**config.mk**
```make
export PLATFORM = sky130hd
export DESIGN_NAME = source_tokenizer_int_literal
export DESIGN_NICKNAME = d
export VERILOG_FILES = /design/src/design/stil_pkg.sv /design/src/design/source_tokenizer_int_literal.sv /design/src/design/stil_front.sv /design/src/design/stil_scan.sv /design/src/design/stil_outq.sv
export SDC_FILE = /design/constraint.sdc
export NUM_CORES = 1
export LEC_CHECK = 0
export BUFFER_PORTS_ARGS = -buffer_cell sky130_fd_sc_hd__buf_4
export CAP_MARGIN = 40
export CORE_ASPECT_RATIO = 0.8
export CORE_MARGIN = 2
export CORE_UTILIZATION = 45
export CTS_BUF_LIST = sky130_fd_sc_hd__clkbuf_8
export CTS_CLUSTER_DIAMETER = 120
export DETAILED_ROUTE_END_ITERATION = 8
export SLEW_MARGIN = 10
export SYNTH_ARGS = -nofsm -noshare
export SYNTH_HDL_FRONTEND = slang
export SYNTH_SLANG_ARGS = --single-unit
```
**constraint.sdc**
```tcl
create_clock -name clk -period 11.2 [get_ports clk]
set_input_delay 0.56 -clock clk [delete_from_list [all_inputs] [get_ports clk]]
set_output_delay 0.56 -clock clk [all_outputs]
set_load 0.03 [all_outputs]
```
**src/design/stil_pkg.sv**
```systemverilog
`timescale 1ns / 1ps
`default_nettype none
// ----------------------------------------------------------------------------
// Tokenizer package
// Shared types and constants of the integer-literal source tokenizer.
// ----------------------------------------------------------------------------
package stil_pkg;

	typedef enum logic [3:0] {
		PH_IDLE = 4'd0,
		PH_ZERO = 4'd1,
		PH_OCT  = 4'd2,
		PH_DEC  = 4'd3,
		PH_TAIL = 4'd4,
		PH_FRAC = 4'd5,
		PH_EXP0 = 4'd6,
		PH_EXPS = 4'd7,
		PH_EXPD = 4'd8,
		PH_NAME = 4'd9
	} phase_t;

	typedef enum logic [1:0] {
		RX_DEC = 2'd0,
		RX_HEX = 2'd1,
		RX_BIN = 2'd2,
		RX_OCT = 2'd3
	} radix_t;

	localparam logic [2:0] TOK_END    = 3'd0;
	localparam logic [2:0] TOK_SINGLE = 3'd1;
	localparam logic [2:0] TOK_INT    = 3'd2;
	localparam logic [2:0] TOK_FLOAT  = 3'd3;
	localparam logic [2:0] TOK_NAME   = 3'd4;

	localparam int unsigned OUT_POS_W = 16;

	// Classified source byte handed from the front to the scanner.
	typedef struct packed {
		logic       eot;
		logic [7:0] code;
		logic       ws;
		logic       dig;
		logic       letus;
		logic       hexok;
		logic [3:0] hexv;
		logic       is_e;
		logic       is_x;
		logic       is_b;
		logic       dot;
		logic       sign;
		logic       zero;
	} item_t;

	typedef struct packed {
		logic bad;
		logic ovf;
	} flags_t;

	typedef struct packed {
		logic [2:0]           token_class;
		logic [7:0]           char_value;
		logic [63:0]          int_value;
		logic                 bad_digit;
		logic                 overflowed;
		logic                 exponent_missing;
		logic [OUT_POS_W-1:0] start_pos;
		logic [OUT_POS_W-1:0] end_pos;
		logic                 run_last;
	} res_t;

	// Handshake between the item queue and the scanner.
	typedef struct packed {
		logic  valid;
		item_t item;
	} item_port_t;

endpackage
`default_nettype wire

```
**src/design/source_tokenizer_int_literal.sv**
```systemverilog
`timescale 1ns / 1ps
`default_nettype none
// ----------------------------------------------------------------------------
// Source tokenizer with integer literal conversion
// Path: a token caused by a byte is held in the item queue and then in the
// result queue before it is offered. Throughput: one byte per cycle while
// in_stall is low; tokens leave one per cycle while out_stall is low, so
// both tokens of a byte that closes one and forms another share the read port.
// Reset: arst_n clears the scanner state, position counter and both queues.
// ----------------------------------------------------------------------------
module source_tokenizer_int_literal #(
	parameter int unsigned POS_BITS = 16
) (
	input  wire logic        clk,
	input  wire logic        arst_n,
	input  wire logic        in_valid,
	output logic             in_stall,
	input  wire logic [7:0]  char_code,
	input  wire logic        end_of_text,
	output logic             out_valid,
	input  wire logic        out_stall,
	output logic [2:0]       token_class,
	output logic [7:0]       char_value,
	output logic [63:0]      int_value,
	output logic             bad_digit,
	output logic             overflowed,
	output logic             exponent_missing,
	output logic [15:0]      start_pos,
	output logic [15:0]      end_pos,
	output logic             run_last
);

	stil_pkg::item_port_t item_head;
	logic                 item_pop;
	logic                 room;
	logic [1:0]           nres;
	stil_pkg::res_t       slot0;
	stil_pkg::res_t       slot1;
	stil_pkg::res_t       res_head;

	stil_front u_front (
		.clk        (clk),
		.arst_n     (arst_n),
		.in_valid   (in_valid),
		.in_stall   (in_stall),
		.char_code  (char_code),
		.end_of_text(end_of_text),
		.head       (item_head),
		.pop        (item_pop)
	);

	stil_scan #(
		.POS_BITS(POS_BITS)
	) u_scan (
		.clk   (clk),
		.arst_n(arst_n),
		.head  (item_head),
		.pop   (item_pop),
		.room  (room),
		.nres  (nres),
		.slot0 (slot0),
		.slot1 (slot1)
	);

	stil_outq u_outq (
		.clk      (clk),
		.arst_n   (arst_n),
		.nwr      (nres),
		.w0       (slot0),
		.w1       (slot1),
		.room     (room),
		.out_valid(out_valid),
		.out_stall(out_stall),
		.head     (res_head)
	);

	assign token_class      = res_head.token_class;
	assign char_value       = res_head.char_value;
	assign int_value        = res_head.int_value;
	assign bad_digit        = res_head.bad_digit;
	assign overflowed       = res_head.overflowed;
	assign exponent_missing = res_head.exponent_missing;
	assign start_pos        = res_head.start_pos;
	assign end_pos          = res_head.end_pos;
	assign run_last         = res_head.run_last;

endmodule
`default_nettype wire

```
**src/design/stil_front.sv**
```systemverilog
`timescale 1ns / 1ps
`default_nettype none
// ----------------------------------------------------------------------------
// Tokenizer front end
// Accepts source bytes, classifies them and holds them in a two-entry queue.
// ----------------------------------------------------------------------------
module stil_front (
	input  wire logic               clk,
	input  wire logic               arst_n,
	input  wire logic               in_valid,
	output logic                    in_stall,
	input  wire logic [7:0]         char_code,
	input  wire logic               end_of_text,
	output stil_pkg::item_port_t    head,
	input  wire logic               pop
);

	stil_pkg::item_t q_q [2];
	logic            wr_ptr_q;
	logic            rd_ptr_q;
	logic [1:0]      cnt_q;
	stil_pkg::item_t cls;
	logic            push;

	always_comb begin
		cls       = '0;
		cls.eot   = end_of_text;
		cls.code  = char_code;
		cls.ws    = ((char_code >= 8'd9) && (char_code <= 8'd13)) || (char_code == 8'h20);
		cls.dig   = (char_code >= 8'h30) && (char_code <= 8'h39);
		cls.letus = ((char_code >= 8'h61) && (char_code <= 8'h7a)) ||
		            ((char_code >= 8'h41) && (char_code <= 8'h5a)) || (char_code == 8'h5f);
		cls.is_e  = (char_code == 8'h65) || (char_code == 8'h45);
		cls.is_x  = (char_code == 8'h78) || (char_code == 8'h58);
		cls.is_b  = (char_code == 8'h62) || (char_code == 8'h42);
		cls.dot   = (char_code == 8'h2e);
		cls.sign  = (char_code == 8'h2b) || (char_code == 8'h2d);
		cls.zero  = (char_code == 8'h30);
		if (cls.dig) begin
			cls.hexok = 1'b1;
			cls.hexv  = 4'(char_code - 8'h30);
		end else if ((char_code >= 8'h61) && (char_code <= 8'h66)) begin
			cls.hexok = 1'b1;
			cls.hexv  = 4'(char_code - 8'h57);
		end else if ((char_code >= 8'h41) && (char_code <= 8'h46)) begin
			cls.hexok = 1'b1;
			cls.hexv  = 4'(char_code - 8'h37);
		end
	end

	assign in_stall = (cnt_q == 2'd2);
	assign push     = in_valid && !in_stall;
	assign head     = '{valid: (cnt_q != 2'd0), item: q_q[rd_ptr_q]};

	always_ff @(posedge clk) begin
		if (push) begin
			q_q[wr_ptr_q] <= cls;
		end
	end

	always_ff @(posedge clk or negedge arst_n) begin
		if (!arst_n) begin
			wr_ptr_q <= 1'b0;
			rd_ptr_q <= 1'b0;
			cnt_q    <= 2'd0;
		end else begin
			if (push) begin
				wr_ptr_q <= !wr_ptr_q;
			end
			if (pop) begin
				rd_ptr_q <= !rd_ptr_q;
			end
			cnt_q <= 2'(cnt_q + {1'b0, push} - {1'b0, pop});
		end
	end

	a_no_pop_empty: assert property (@(posedge clk) disable iff (!arst_n)
		pop |-> head.valid)
		else $error("Item queue popped while empty.");

endmodule
`default_nettype wire

```
**src/design/stil_scan.sv**
```systemverilog
`timescale 1ns / 1ps
`default_nettype none
// ----------------------------------------------------------------------------
// Tokenizer scanner
// Runs the token state machine on one classified byte per cycle while the
// result queue has room, converts integer literals and makes up to two tokens per byte.
// ----------------------------------------------------------------------------
module stil_scan #(
	parameter int unsigned POS_BITS = 16
) (
	input  wire logic                 clk,
	input  wire logic                 arst_n,
	input  wire stil_pkg::item_port_t head,
	output logic                      pop,
	input  wire logic                 room,
	output logic [1:0]                nres,
	output stil_pkg::res_t            slot0,
	output stil_pkg::res_t            slot1
);

	localparam int unsigned OUT_W = stil_pkg::OUT_POS_W;

	stil_pkg::phase_t    phase_q, nxt_phase;
	logic [63:0]         acc_q, nxt_acc;
	stil_pkg::radix_t    radix_q, nxt_radix;
	stil_pkg::flags_t    flags_q, nxt_flags;
	logic [POS_BITS-1:0] start_q, nxt_start;
	logic [POS_BITS-1:0] pos_q, nxt_pos;

	stil_pkg::item_t     it;
	logic                ext;
	logic                do_acc;
	stil_pkg::radix_t    acc_rx;
	stil_pkg::phase_t    ext_phase;
	stil_pkg::radix_t    ext_radix;

	logic [3:0]          dig_v;
	logic                dig_bad;
	logic [3:0]          dig_use;
	logic [67:0]         scaled;
	logic [67:0]         sum;
	logic [63:0]         acc_new;
	stil_pkg::flags_t    flags_new;

	logic                have_flush;
	logic                have_second;
	stil_pkg::res_t      flush_res;
	stil_pkg::res_t      second_res;
	logic [POS_BITS-1:0] pos_inc;
	logic [OUT_W-1:0]    pos_now16;
	logic [OUT_W-1:0]    pos_inc16;
	logic [OUT_W-1:0]    start16;

	assign it      = head.item;
	assign pop     = head.valid && room;
	assign pos_inc = pos_q + POS_BITS'(1);

	// Positions leave the block as their low 16 bits.
	assign pos_now16 = OUT_W'({{OUT_W{1'b0}}, pos_q});
	assign pos_inc16 = OUT_W'({{OUT_W{1'b0}}, pos_inc});
	assign start16   = OUT_W'({{OUT_W{1'b0}}, start_q});

	always_comb begin
		ext       = 1'b0;
		do_acc    = 1'b0;
		acc_rx    = radix_q;
		ext_phase = phase_q;
		ext_radix = radix_q;
		unique case (phase_q)
			stil_pkg::PH_ZERO: begin
				priority if (it.is_x) begin
					ext = 1'b1; ext_radix = stil_pkg::RX_HEX; ext_phase = stil_pkg::PH_TAIL;
				end else if (it.is_b) begin
					ext = 1'b1; ext_radix = stil_pkg::RX_BIN; ext_phase = stil_pkg::PH_TAIL;
				end else if (it.dig) begin
					ext = 1'b1; ext_radix = stil_pkg::RX_OCT; ext_phase = stil_pkg::PH_OCT;
					do_acc = 1'b1; acc_rx = stil_pkg::RX_OCT;
				end else if (it.dot) begin
					ext = 1'b1; ext_phase = stil_pkg::PH_FRAC;
				end else if (it.is_e) begin
					ext = 1'b1; ext_phase = stil_pkg::PH_EXP0;
				end else if (it.hexok) begin
					ext = 1'b1; ext_phase = stil_pkg::PH_TAIL; do_acc = 1'b1;
				end else begin
					ext = 1'b0;
				end
			end
			stil_pkg::PH_OCT, stil_pkg::PH_DEC: begin
				priority if (it.dig) begin
					ext = 1'b1; do_acc = 1'b1;
				end else if (it.dot) begin
					ext = 1'b1; ext_phase = stil_pkg::PH_FRAC;
				end else if (it.is_e) begin
					ext = 1'b1; ext_phase = stil_pkg::PH_EXP0;
				end else if (it.hexok) begin
					ext = 1'b1; ext_phase = stil_pkg::PH_TAIL; do_acc = 1'b1;
				end else begin
					ext = 1'b0;
				end
			end
			stil_pkg::PH_TAIL: begin
				if (it.hexok) begin
					ext = 1'b1; do_acc = 1'b1;
				end
			end
			stil_pkg::PH_FRAC: begin
				priority if (it.dig) begin
					ext = 1'b1;
				end else if (it.is_e) begin
					ext = 1'b1; ext_phase = stil_pkg::PH_EXP0;
				end else begin
					ext = 1'b0;
				end
			end
			stil_pkg::PH_EXP0: begin
				priority if (it.sign) begin
					ext = 1'b1; ext_phase = stil_pkg::PH_EXPS;
				end else if (it.dig) begin
					ext = 1'b1; ext_phase = stil_pkg::PH_EXPD;
				end else begin
					ext = 1'b0;
				end
			end
			stil_pkg::PH_EXPS, stil_pkg::PH_EXPD: begin
				if (it.dig) begin
					ext = 1'b1; ext_phase = stil_pkg::PH_EXPD;
				end
			end
			stil_pkg::PH_NAME: begin
				ext = it.letus || it.dig;
			end
			default: begin
				ext = 1'b0;
			end
		endcase
	end

	// One digit step of the literal conversion: acc * base + digit.
	always_comb begin
		dig_v = it.hexok ? it.hexv : 4'd0;
		unique case (acc_rx)
			stil_pkg::RX_HEX: dig_bad = 1'b0;
			stil_pkg::RX_BIN: dig_bad = (dig_v > 4'd1);
			stil_pkg::RX_OCT: dig_bad = (dig_v > 4'd7);
			default:          dig_bad = (dig_v > 4'd9);
		endcase
		dig_use = dig_bad ? 4'd0 : dig_v;
		unique case (acc_rx)
			stil_pkg::RX_HEX: scaled = {acc_q, 4'b0000};
			stil_pkg::RX_BIN: scaled = {3'b000, acc_q, 1'b0};
			stil_pkg::RX_OCT: scaled = {1'b0, acc_q, 3'b000};
			default:          scaled = {1'b0, acc_q, 3'b000} + {3'b000, acc_q, 1'b0};
		endcase
		sum       = scaled + {64'd0, dig_use};
		acc_new   = acc_q;
		flags_new = flags_q;
		if (!flags_q.ovf) begin
			flags_new.bad = flags_q.bad || dig_bad;
			if (sum[67:64] != 4'd0) begin
				flags_new.ovf = 1'b1;
				acc_new       = 64'd0;
			end else begin
				acc_new = sum[63:0];
			end
		end
	end

	always_comb begin
		flush_res           = '0;
		flush_res.start_pos = start16;
		flush_res.end_pos   = pos_now16;
		unique case (phase_q)
			stil_pkg::PH_ZERO, stil_pkg::PH_OCT, stil_pkg::PH_DEC, stil_pkg::PH_TAIL: begin
				flush_res.token_class = stil_pkg::TOK_INT;
				flush_res.int_value   = flags_q.ovf ? 64'd0 : acc_q;
				flush_res.bad_digit   = flags_q.bad;
				flush_res.overflowed  = flags_q.ovf;
			end
			stil_pkg::PH_EXP0, stil_pkg::PH_EXPS: begin
				flush_res.token_class      = stil_pkg::TOK_FLOAT;
				flush_res.exponent_missing = 1'b1;
			end
			stil_pkg::PH_FRAC, stil_pkg::PH_EXPD: begin
				flush_res.token_class = stil_pkg::TOK_FLOAT;
			end
			default: begin
				flush_res.token_class = stil_pkg::TOK_NAME;
			end
		endcase
	end

	always_comb begin
		nxt_phase   = phase_q;
		nxt_acc     = acc_q;
		nxt_radix   = radix_q;
		nxt_flags   = flags_q;
		nxt_start   = start_q;
		nxt_pos     = pos_inc;
		have_flush  = 1'b0;
		have_second = 1'b0;
		second_res  = '0;
		if (it.eot) begin
			have_flush             = (phase_q != stil_pkg::PH_IDLE);
			have_second            = 1'b1;
			second_res.token_class = stil_pkg::TOK_END;
			second_res.start_pos   = pos_now16;
			second_res.end_pos     = pos_now16;
			nxt_phase              = stil_pkg::PH_IDLE;
			nxt_acc                = 64'd0;
			nxt_radix              = stil_pkg::RX_DEC;
			nxt_flags              = '0;
			nxt_start              = '0;
			nxt_pos                = '0;
		end else if (ext) begin
			nxt_phase = ext_phase;
			nxt_radix = ext_radix;
			if (do_acc) begin
				nxt_acc   = acc_new;
				nxt_flags = flags_new;
			end
		end else begin
			have_flush = (phase_q != stil_pkg::PH_IDLE);
			nxt_acc    = 64'd0;
			nxt_radix  = stil_pkg::RX_DEC;
			nxt_flags  = '0;
			nxt_start  = pos_q;
			priority if (it.ws) begin
				nxt_phase = stil_pkg::PH_IDLE;
			end else if (it.zero) begin
				nxt_phase = stil_pkg::PH_ZERO;
			end else if (it.dig) begin
				nxt_phase = stil_pkg::PH_DEC;
				nxt_acc   = {60'd0, it.hexv};
			end else if (it.dot) begin
				nxt_phase = stil_pkg::PH_FRAC;
			end else if (it.letus) begin
				nxt_phase = stil_pkg::PH_NAME;
			end else begin
				nxt_phase              = stil_pkg::PH_IDLE;
				have_second            = 1'b1;
				second_res.token_class = stil_pkg::TOK_SINGLE;
				second_res.char_value  = it.code;
				second_res.start_pos   = pos_now16;
				second_res.end_pos     = pos_inc16;
			end
		end
	end

	always_comb begin
		slot0          = have_flush ? flush_res : second_res;
		slot0.run_last = !(have_flush && have_second);
		slot1          = second_res;
		slot1.run_last = 1'b1;
		if (pop) begin
			nres = {1'b0, have_flush} + {1'b0, have_second};
		end else begin
			nres = 2'd0;
		end
	end

	always_ff @(posedge clk or negedge arst_n) begin
		if (!arst_n) begin
			phase_q <= stil_pkg::PH_IDLE;
			acc_q   <= 64'd0;
			radix_q <= stil_pkg::RX_DEC;
			flags_q <= '0;
			start_q <= '0;
			pos_q   <= '0;
		end else if (pop) begin
			phase_q <= nxt_phase;
			acc_q   <= nxt_acc;
			radix_q <= nxt_radix;
			flags_q <= nxt_flags;
			start_q <= nxt_start;
			pos_q   <= nxt_pos;
		end
	end

	a_eot_resets: assert property (@(posedge clk) disable iff (!arst_n)
		(pop && it.eot) |=> (phase_q == stil_pkg::PH_IDLE) && (pos_q == '0))
		else $error("End of text did not return the scanner to its reset state.");

	a_eot_emits: assert property (@(posedge clk) disable iff (!arst_n)
		(pop && it.eot) |-> (nres != 2'd0))
		else $error("End of text produced no end token.");

	a_ovf_zero: assert property (@(posedge clk) disable iff (!arst_n)
		flags_q.ovf |-> (acc_q == 64'd0))
		else $error("Accumulator holds a value after overflow.");

endmodule
`default_nettype wire

```
**src/design/stil_outq.sv**
```systemverilog
`timescale 1ns / 1ps
`default_nettype none
// ----------------------------------------------------------------------------
// Tokenizer result queue
// Four-entry token queue that takes up to two tokens per cycle and
// delivers one per transaction.
// ----------------------------------------------------------------------------
module stil_outq (
	input  wire logic           clk,
	input  wire logic           arst_n,
	input  wire logic [1:0]     nwr,
	input  wire stil_pkg::res_t w0,
	input  wire stil_pkg::res_t w1,
	output logic                room,
	output logic                out_valid,
	input  wire logic           out_stall,
	output stil_pkg::res_t      head
);

	stil_pkg::res_t mem_q [4];
	logic [1:0]     wr_ptr_q;
	logic [1:0]     rd_ptr_q;
	logic [2:0]     cnt_q;
	logic           rd;

	assign room      = (cnt_q <= 3'd2);
	assign out_valid = (cnt_q != 3'd0);
	assign head      = mem_q[rd_ptr_q];
	assign rd        = out_valid && !out_stall;

	always_ff @(posedge clk) begin
		if (nwr != 2'd0) begin
			mem_q[wr_ptr_q] <= w0;
		end
		if (nwr == 2'd2) begin
			mem_q[2'(wr_ptr_q + 2'd1)] <= w1;
		end
	end

	always_ff @(posedge clk or negedge arst_n) begin
		if (!arst_n) begin
			wr_ptr_q <= 2'd0;
			rd_ptr_q <= 2'd0;
			cnt_q    <= 3'd0;
		end else begin
			wr_ptr_q <= 2'(wr_ptr_q + nwr);
			rd_ptr_q <= 2'(rd_ptr_q + {1'b0, rd});
			cnt_q    <= 3'(cnt_q + {1'b0, nwr} - {2'b00, rd});
		end
	end

	a_no_overrun: assert property (@(posedge clk) disable iff (!arst_n)
		(nwr != 2'd0) |-> room)
		else $error("Result queue written without room.");

endmodule
`default_nettype wire
```
; ---- Word level (Yosys, flattened, before mapping)
; Memory sizes are Yosys's and may differ from the RTL's.
; Index checks and enable logic that the tools add are counted.
[word_totals]
register_bits = 115
ramBits = 490
inputBits = 13
word_cells = 220
n_memories = 2
[op_classes]
n_addsub = 14
n_lt_le_gt_ge = 14
n_eq_ne = 34
n_mux = 104
reduce_logical = 39
[memory_table]
columns = memory, words, word_bits, read_ports, rd_ports_with_merged_regs, wr, line
row1 = u_outq.mem_q, 4, 111, 1, 0, 2, stil_outq.sv:20  ; stil_pkg::res_t mem_q [4];
row2 = u_front.q_q, 2, 23, 1, 0, 1, stil_front.sv:18  ; stil_pkg::item_t q_q [2];
[ops]
columns = cell, n
row1 = two-way mux 64 bit, 8
row2 = two-way mux 32 bit, 7
row3 = case mux 68 bit (3 select lines), 1
row4 = two-way mux 111 bit, 1
row5 = two-way mux 4 bit, 21
row6 = adder 67 x 65 -> 68 bit, 1
row7 = adder 68 x 4 -> 68 bit, 1
row8 = two-way mux 66 bit, 1
row9 = equality test 8 x 7 -> 1 bit (second input constant), 7
row10 = two-way mux 11 bit, 5
row11 = two-way mux 16 bit, 3
row12 = equality test 8 x 6 -> 1 bit (second input constant), 5
row13 = less-or-equal comparator 8 x 7 -> 1 bit (second input constant), 4
row14 = two-way mux 1 bit, 32
row15 = two-way mux 2 bit, 14
row16 = case mux 4 bit (5 select lines), 1
row17 = adder 16 x 1 -> 16 bit (second input constant), 1
row18 = equality test 4 x 3 -> 1 bit (second input constant), 4
row19 = >= comparator 8 x 7 -> 1 bit (second input constant), 2
row20 = two-way mux 5 bit, 3
row21 = logical AND 1 bit, 10
row22 = logical OR 1 bit, 9
row23 = two-way mux 9 bit, 1
row24 = equality test 2 bit (second input constant), 4
row25 = other kinds (41), 59

; ---- Logic depth before layout (Yosys ltp)
; An unclocked memory read counts as a cell.
[depth]
ltp_word = 15
depth_mapped = 28
mapped_depth_nobuf = 20

; ---- Cells and area by module
; Synthesis repeated with hierarchy kept, for this count alone.
[hier_totals]
hier_cells = 3547
area_unflattened_um2 = 40487.6
[modules_own_cells]
columns = module, instances, cells_each, area_each_um2
row1 = stil_outq, 1, 1115, 22193.8
row2 = stil_scan, 1, 2284, 16016.6
row3 = stil_front, 1, 148, 2277.2

; ---- Worst setup path before layout
; OpenSTA, ideal clock, no wires.
[synth_timing]
path_type = register to register
from = register u_front.rd_ptr_q
to = register u_scan.acc_q[4]
t_arrival_ns = 5.265
t_required_ns = 11.066
setup_slack_ns = 5.800
stages_incl_launch_ff = 26
n_path_buf = 5
cell_sequence = dfrtp_1 > buf_1 > clkbuf_1 > buf_1 > nor3_1 > a211oi_1 > nand2_1 > nand2_1 > nand2_1 > nand3_1 > or2_2 > inv_1 > ha_1 > a21o_1 > a21oi_1 > and2b_1 > nand3_1 > or4_4 > or3_1 > or4_4 > o31ai_2 > a21oi_2 > o211ai_2 > buf_6 > buf_6 > o22ai_1
[synth_via]
elab_chain_cells = 15
elab_cells_between_ends = 44
cone_classes = add/sub (1) / order compare (3) / eq/ne (5) / mux (31) / reduce/logical (3) / memory (1)
[synth_rtl]
columns = element, line
row1 = start: declaration, stil_front.sv:20  ; logic rd_ptr_q;
row2 = start signal: assignment, stil_front.sv:71  ; rd_ptr_q <= !rd_ptr_q;
row3 = memory read (2 x 23 bit) (*), n/a
row4 = two-way mux 2 bit, n/a
row5 = two-way mux 2 bit, stil_scan.sv:73  ; end else if (it.is_b) begin
row6 = two-way mux 2 bit, stil_scan.sv:71  ; priority if (it.is_x) begin
row7 = two-way mux 2 bit, stil_scan.sv:69  ; unique case (phase_q)
row8 = equality test 2 bit / equality test 2 x 1 -> 1 bit (equally long branches), "stil_scan.sv:141, stil_scan.sv:148"
row9 = case mux 1 bit (3 select lines), stil_scan.sv:141  ; unique case (acc_rx)
row10 = two-way mux 4 bit, stil_scan.sv:147  ; dig_use = dig_bad ? 4'd0 : dig_v;
row11 = adder 68 x 4 -> 68 bit, stil_scan.sv:154  ; sum = scaled + {64'd0, dig_use};
row12 = nonzero test 4 bit, stil_scan.sv:159  ; if (sum[67:64] != 4'd0) begin
row13 = two-way mux 64 bit, stil_scan.sv:159
row14 = two-way mux 64 bit, stil_scan.sv:157  ; if (!flags_q.ovf) begin
row15 = two-way mux 64 bit, stil_scan.sv:217  ; if (do_acc) begin
row16 = two-way mux 64 bit, stil_scan.sv:214  ; end else if (ext) begin
row17 = two-way mux 64 bit, stil_scan.sv:202  ; if (it.eot) begin
row18 = end signal: assignment, stil_scan.sv:271  ; acc_q <= nxt_acc;
row19 = end: declaration, stil_scan.sv:24  ; logic [63:0] acc_q, nxt_acc;
; Every way passes the cells marked *; elsewhere a longest branch is shown, timed or not. The select of a mux whose other input is x is not followed.
; A chain may end at the register's enable or synchronous reset.

==> flow_summary.json <==
{
  "p_clk_share_pct": 23.7,
  "ant_nets": 0,
  "dp.final_hpwl_um": 75690,
  "cts_buffers": 96,
  "end_kind": "register",
  "hold_ws_ps": 69.93,
  "skew_ps": 69.93,
  "async_flop_share_pct": 19.01,
  "fin_cells": 4449,
  "synthFlopType": "dfxtp_1",
  "hold_path.startpoint": "char_code[6]",
  "cts_setup_buffers": 0,
  "initial_core_util_pct": 45.61,
  "status": "finished, final reports clean",
  "firstDrtPassIters": 6,
  "crit_top_cell": "buf_4",
  "worstRegToRegCells": 18,
  "gp_congestion": 0.9516,
  "cts_sinks": 605,
  "period_share_pct": 69.75,
  "syn_area_mm2": 0.03372,
  "synthTopCellsByArea": "edfxtp_1, dfxtp_1, dfrtp_1",
  "pin_count": 126,
  "final.setup.tns_ps": 0,
  "tightestPinTransition_ps": 1087,
  "ir_drop_mv": 0.1467,
  "die_h_um": 248.9,
  "crit_chain": "buf_4 > mux2i_1 > o21a_1 > nor3b_1 > o21ai_0 > buf_4 > nand2_1 > o21ai_1 > buf_4 > inv_2 > ha_1 > nand2_1 > nor2_1 > nand3_1 > and2_2 > buf_4 > inv_2 > buf_16",
  "regToRegStartpoint": "u_front.rd_ptr_q",
  "cts_tree": "yes",
  "cts_buffer_depth": 3,
  "fin_area_mm2": 0.03751,
  "p_switching_mw": 3.387,
  "power_density_mw_per_mm2": 216.5,
  "p_seq_share_pct": 35.7,
  "core_region_area_mm2": 0.07394,
  "timing.rr.end": "u_outq.mem_q[0][103]",
  "r2r_slack_ps": 3390,
  "final_nets": 3462,
  "numPortBuffers": 125,
  "crit_arrival_ps": 8210,
  "root_buffer": "clkbuf_8",
  "slew_headroom_pct": 27.57,
  "max_stage_delay_ps": 770,
  "p_int_mw": 4.733,
  "hp-class": "primary input to register",
  "clock_latency_ps": 760,
  "synth_cell_types": 98,
  "synth.cells.most_frequent": "nand2_1, a22o_1, o21ai_0, dfxtp_1, nor2_1",
  "die_w_um": 310.1,
  "grt_pass1_vias": 28150,
  "rows": 89,
  "rsz0062_at_grt": "no",
  "cp.required_ps": 11600,
  "crit_type": "register to register",
  "synth_edf_count": 210,
  "synth_top_area_cell": "edfxtp_1",
  "dp.cells": 4266,
  "final_layout_size_suffix_gt1_share_pct": 15.26,
  "worstHoldEndpoint": "u_front.q_q[0][20]",
  "swShare_pct": 41.72,
  "routed_wl_um": 112400,
  "placed_area_mm2": 0.03552,
  "yosys_warnings": 0,
  "cp_max_fo": 35,
  "drv_slew": 0,
  "syn-instance-count": 3386,
  "setup_viol": 0,
  "synth_seq_cells": 605,
  "ys_seq_area_share_pct": 43.85,
  "min_path_cells": 1,
  "hold_viol": 0,
  "vias_per_cell": 6.515,
  "synth_most_common_cell": "nand2_1",
  "syn_area_per_cell_um2": 9.960,
  "synth_top_area_share_pct": 18.70,
  "dieArea_mm2": 0.07716,
  "fmax_mhz": 128.0,
  "grt_max_degree": 65,
  "wl_per_cell_um": 25.27,
  "grt_overflow": 0,
  "cap_violations": 0,
  "htreeDepth": 3,
  "setup_ws_ps": 3388,
  "cts.reportedPaths.clkPinSlew_ps": 60,
  "p_leak_nw": 14.11,
  "route.detailed.drc": 0,
  "combPwrFrac_pct": 40.6,
  "vias": 28990,
  "grt.total_usage_pct": 28.59,
  "pre_cts_slack_ps": 3524,
  "period_needed_ps": 7812,
  "worstSetupStartpointType": "register",
  "area_growth_pct": 11.22,
  "slowest_stage": "nand3_1",
  "drt_iter0_drc": 3262,
  "antenna_found_initial": 4,
  "grt_pass1_wl_um": 171600,
  "syn_nets": 3481
}
-- repair_timing --
action / CTS / global route
endpoints found under the hold margin: 51 / 0
hold buffers: 2 / 0
gates resized for setup: 0 / 0
-- cells by family after synthesis --
logic type | synth area share, %
xor gates and xnor gates | 2.415
DFF | 43.85
buffers and inverters | 4.422
AOI/OAI and AO/OA | 24.37
adders and majority gates | 3.109
muxes | 8.630
and+or+nand+nor | 13.20
-- worst max path at each step --
stage | end | slack, ps | from | depth (start not counted)
floorplan | u_scan.acc_q[4] | 5800 | u_front.rd_ptr_q | 25
global placement | u_outq.mem_q[0][105] | 3450 | u_front.rd_ptr_q | 17
detailed placement | u_outq.mem_q[0][107] | 3520 | u_front.rd_ptr_q | 18
CTS | u_outq.mem_q[0][103] | 3510 | u_front.rd_ptr_q | 18
global route | u_outq.mem_q[0][103] | 2840 | u_front.rd_ptr_q | 18
finish | u_outq.mem_q[0][103] | 3390 | u_front.rd_ptr_q | 18
-- final cells by class --
class | instances | area (um^2)
diodes | 1 | 2.502
clock buffers | 116 | 1597
clock inverters | 62 | 359.1
fillers | 6735 | 36430
inverters | 43 | 161.4
multi-input cells | 2422 | 17600
flip-flops and latches | 605 | 14800
well taps | 1001 | 1252
repair buffers | 199 | 1740
-- stage by stage --
step,power (mW),utilization (%)
floorplan,5.029,-
global placement,6.064,47.43
detailed placement,6.215,48.04
CTS,8.136,50.71
global route,8.498,50.73
finish,8.120,50.73
-- worst max-delay path: cells and delay by family (launching register included) --
family                     cells  cell delay [ps]
AOI/OAI and AO/OA              3              580
adders and majority gates      1              300
buffers and inverters          7             2430
DFF                            1              750
muxes                          1              550
and+or+nand+nor                6             2790
-- power by group through the flow --
stage | sequential (mW) | combinational, mW | clock (mW)
final | 2.90 | 3.30 | 1.92
after global routing | 2.94 | 3.51 | 2.05
after CTS | 2.89 | 3.29 | 1.95
after detailed placement | 2.94 | 3.28 | 0
after global placement | 2.92 | 3.14 | 0
after floorplan | 2.76 | 2.27 | 0
-- routing by layer --
layer / up-vias / wire length, um / track usage, %
met4: 0 / 2984 / 8.613
met5: - / 0 / 0
met2: 1409 / 45980 / 39.56
li1: 12950 / - / -
met1: 14440 / 52580 / 44.59
met3: 187 / 10870 / 5.470
-- flip-flops by register name (all words and copies together), names as in the netlist --
signal,count
u_front.cnt_q,2
u_outq.wr_ptr_q,2
u_scan.acc_q,64
u_scan.start16,16
u_front.q_q,46
u_scan.phase_q,4
u_front.rd_ptr_q,1
u_outq.mem_q,444
u_outq.cnt_q,3
u_front.wr_ptr_q,1
u_scan.flags_q,2
u_scan.pos_now16,16
u_outq.rd_ptr_q,2
u_scan.radix_q,2
-- cells in the final DEF, fill, tap and decap left out, types with 79 or more instances in the layout --
| master | synthesis | final |
|---|---|---|
| a21oi_1 | 165 | 162 |
| a22o_1 | 298 | 298 |
| buf_4 | 8 | 170 |
| clkbuf_8 | 0 | 116 |
| dfrtp_1 | 115 | 113 |
| dfxtp_1 | 280 | 280 |
| edfxtp_1 | 210 | 210 |
| ha_1 | 79 | 79 |
| mux4_2 | 111 | 111 |
| nand2_1 | 340 | 339 |
| nor2_1 | 234 | 223 |
| o21ai_0 | 289 | 289 |
Note: power is estimated with default switching activity, not from simulation.
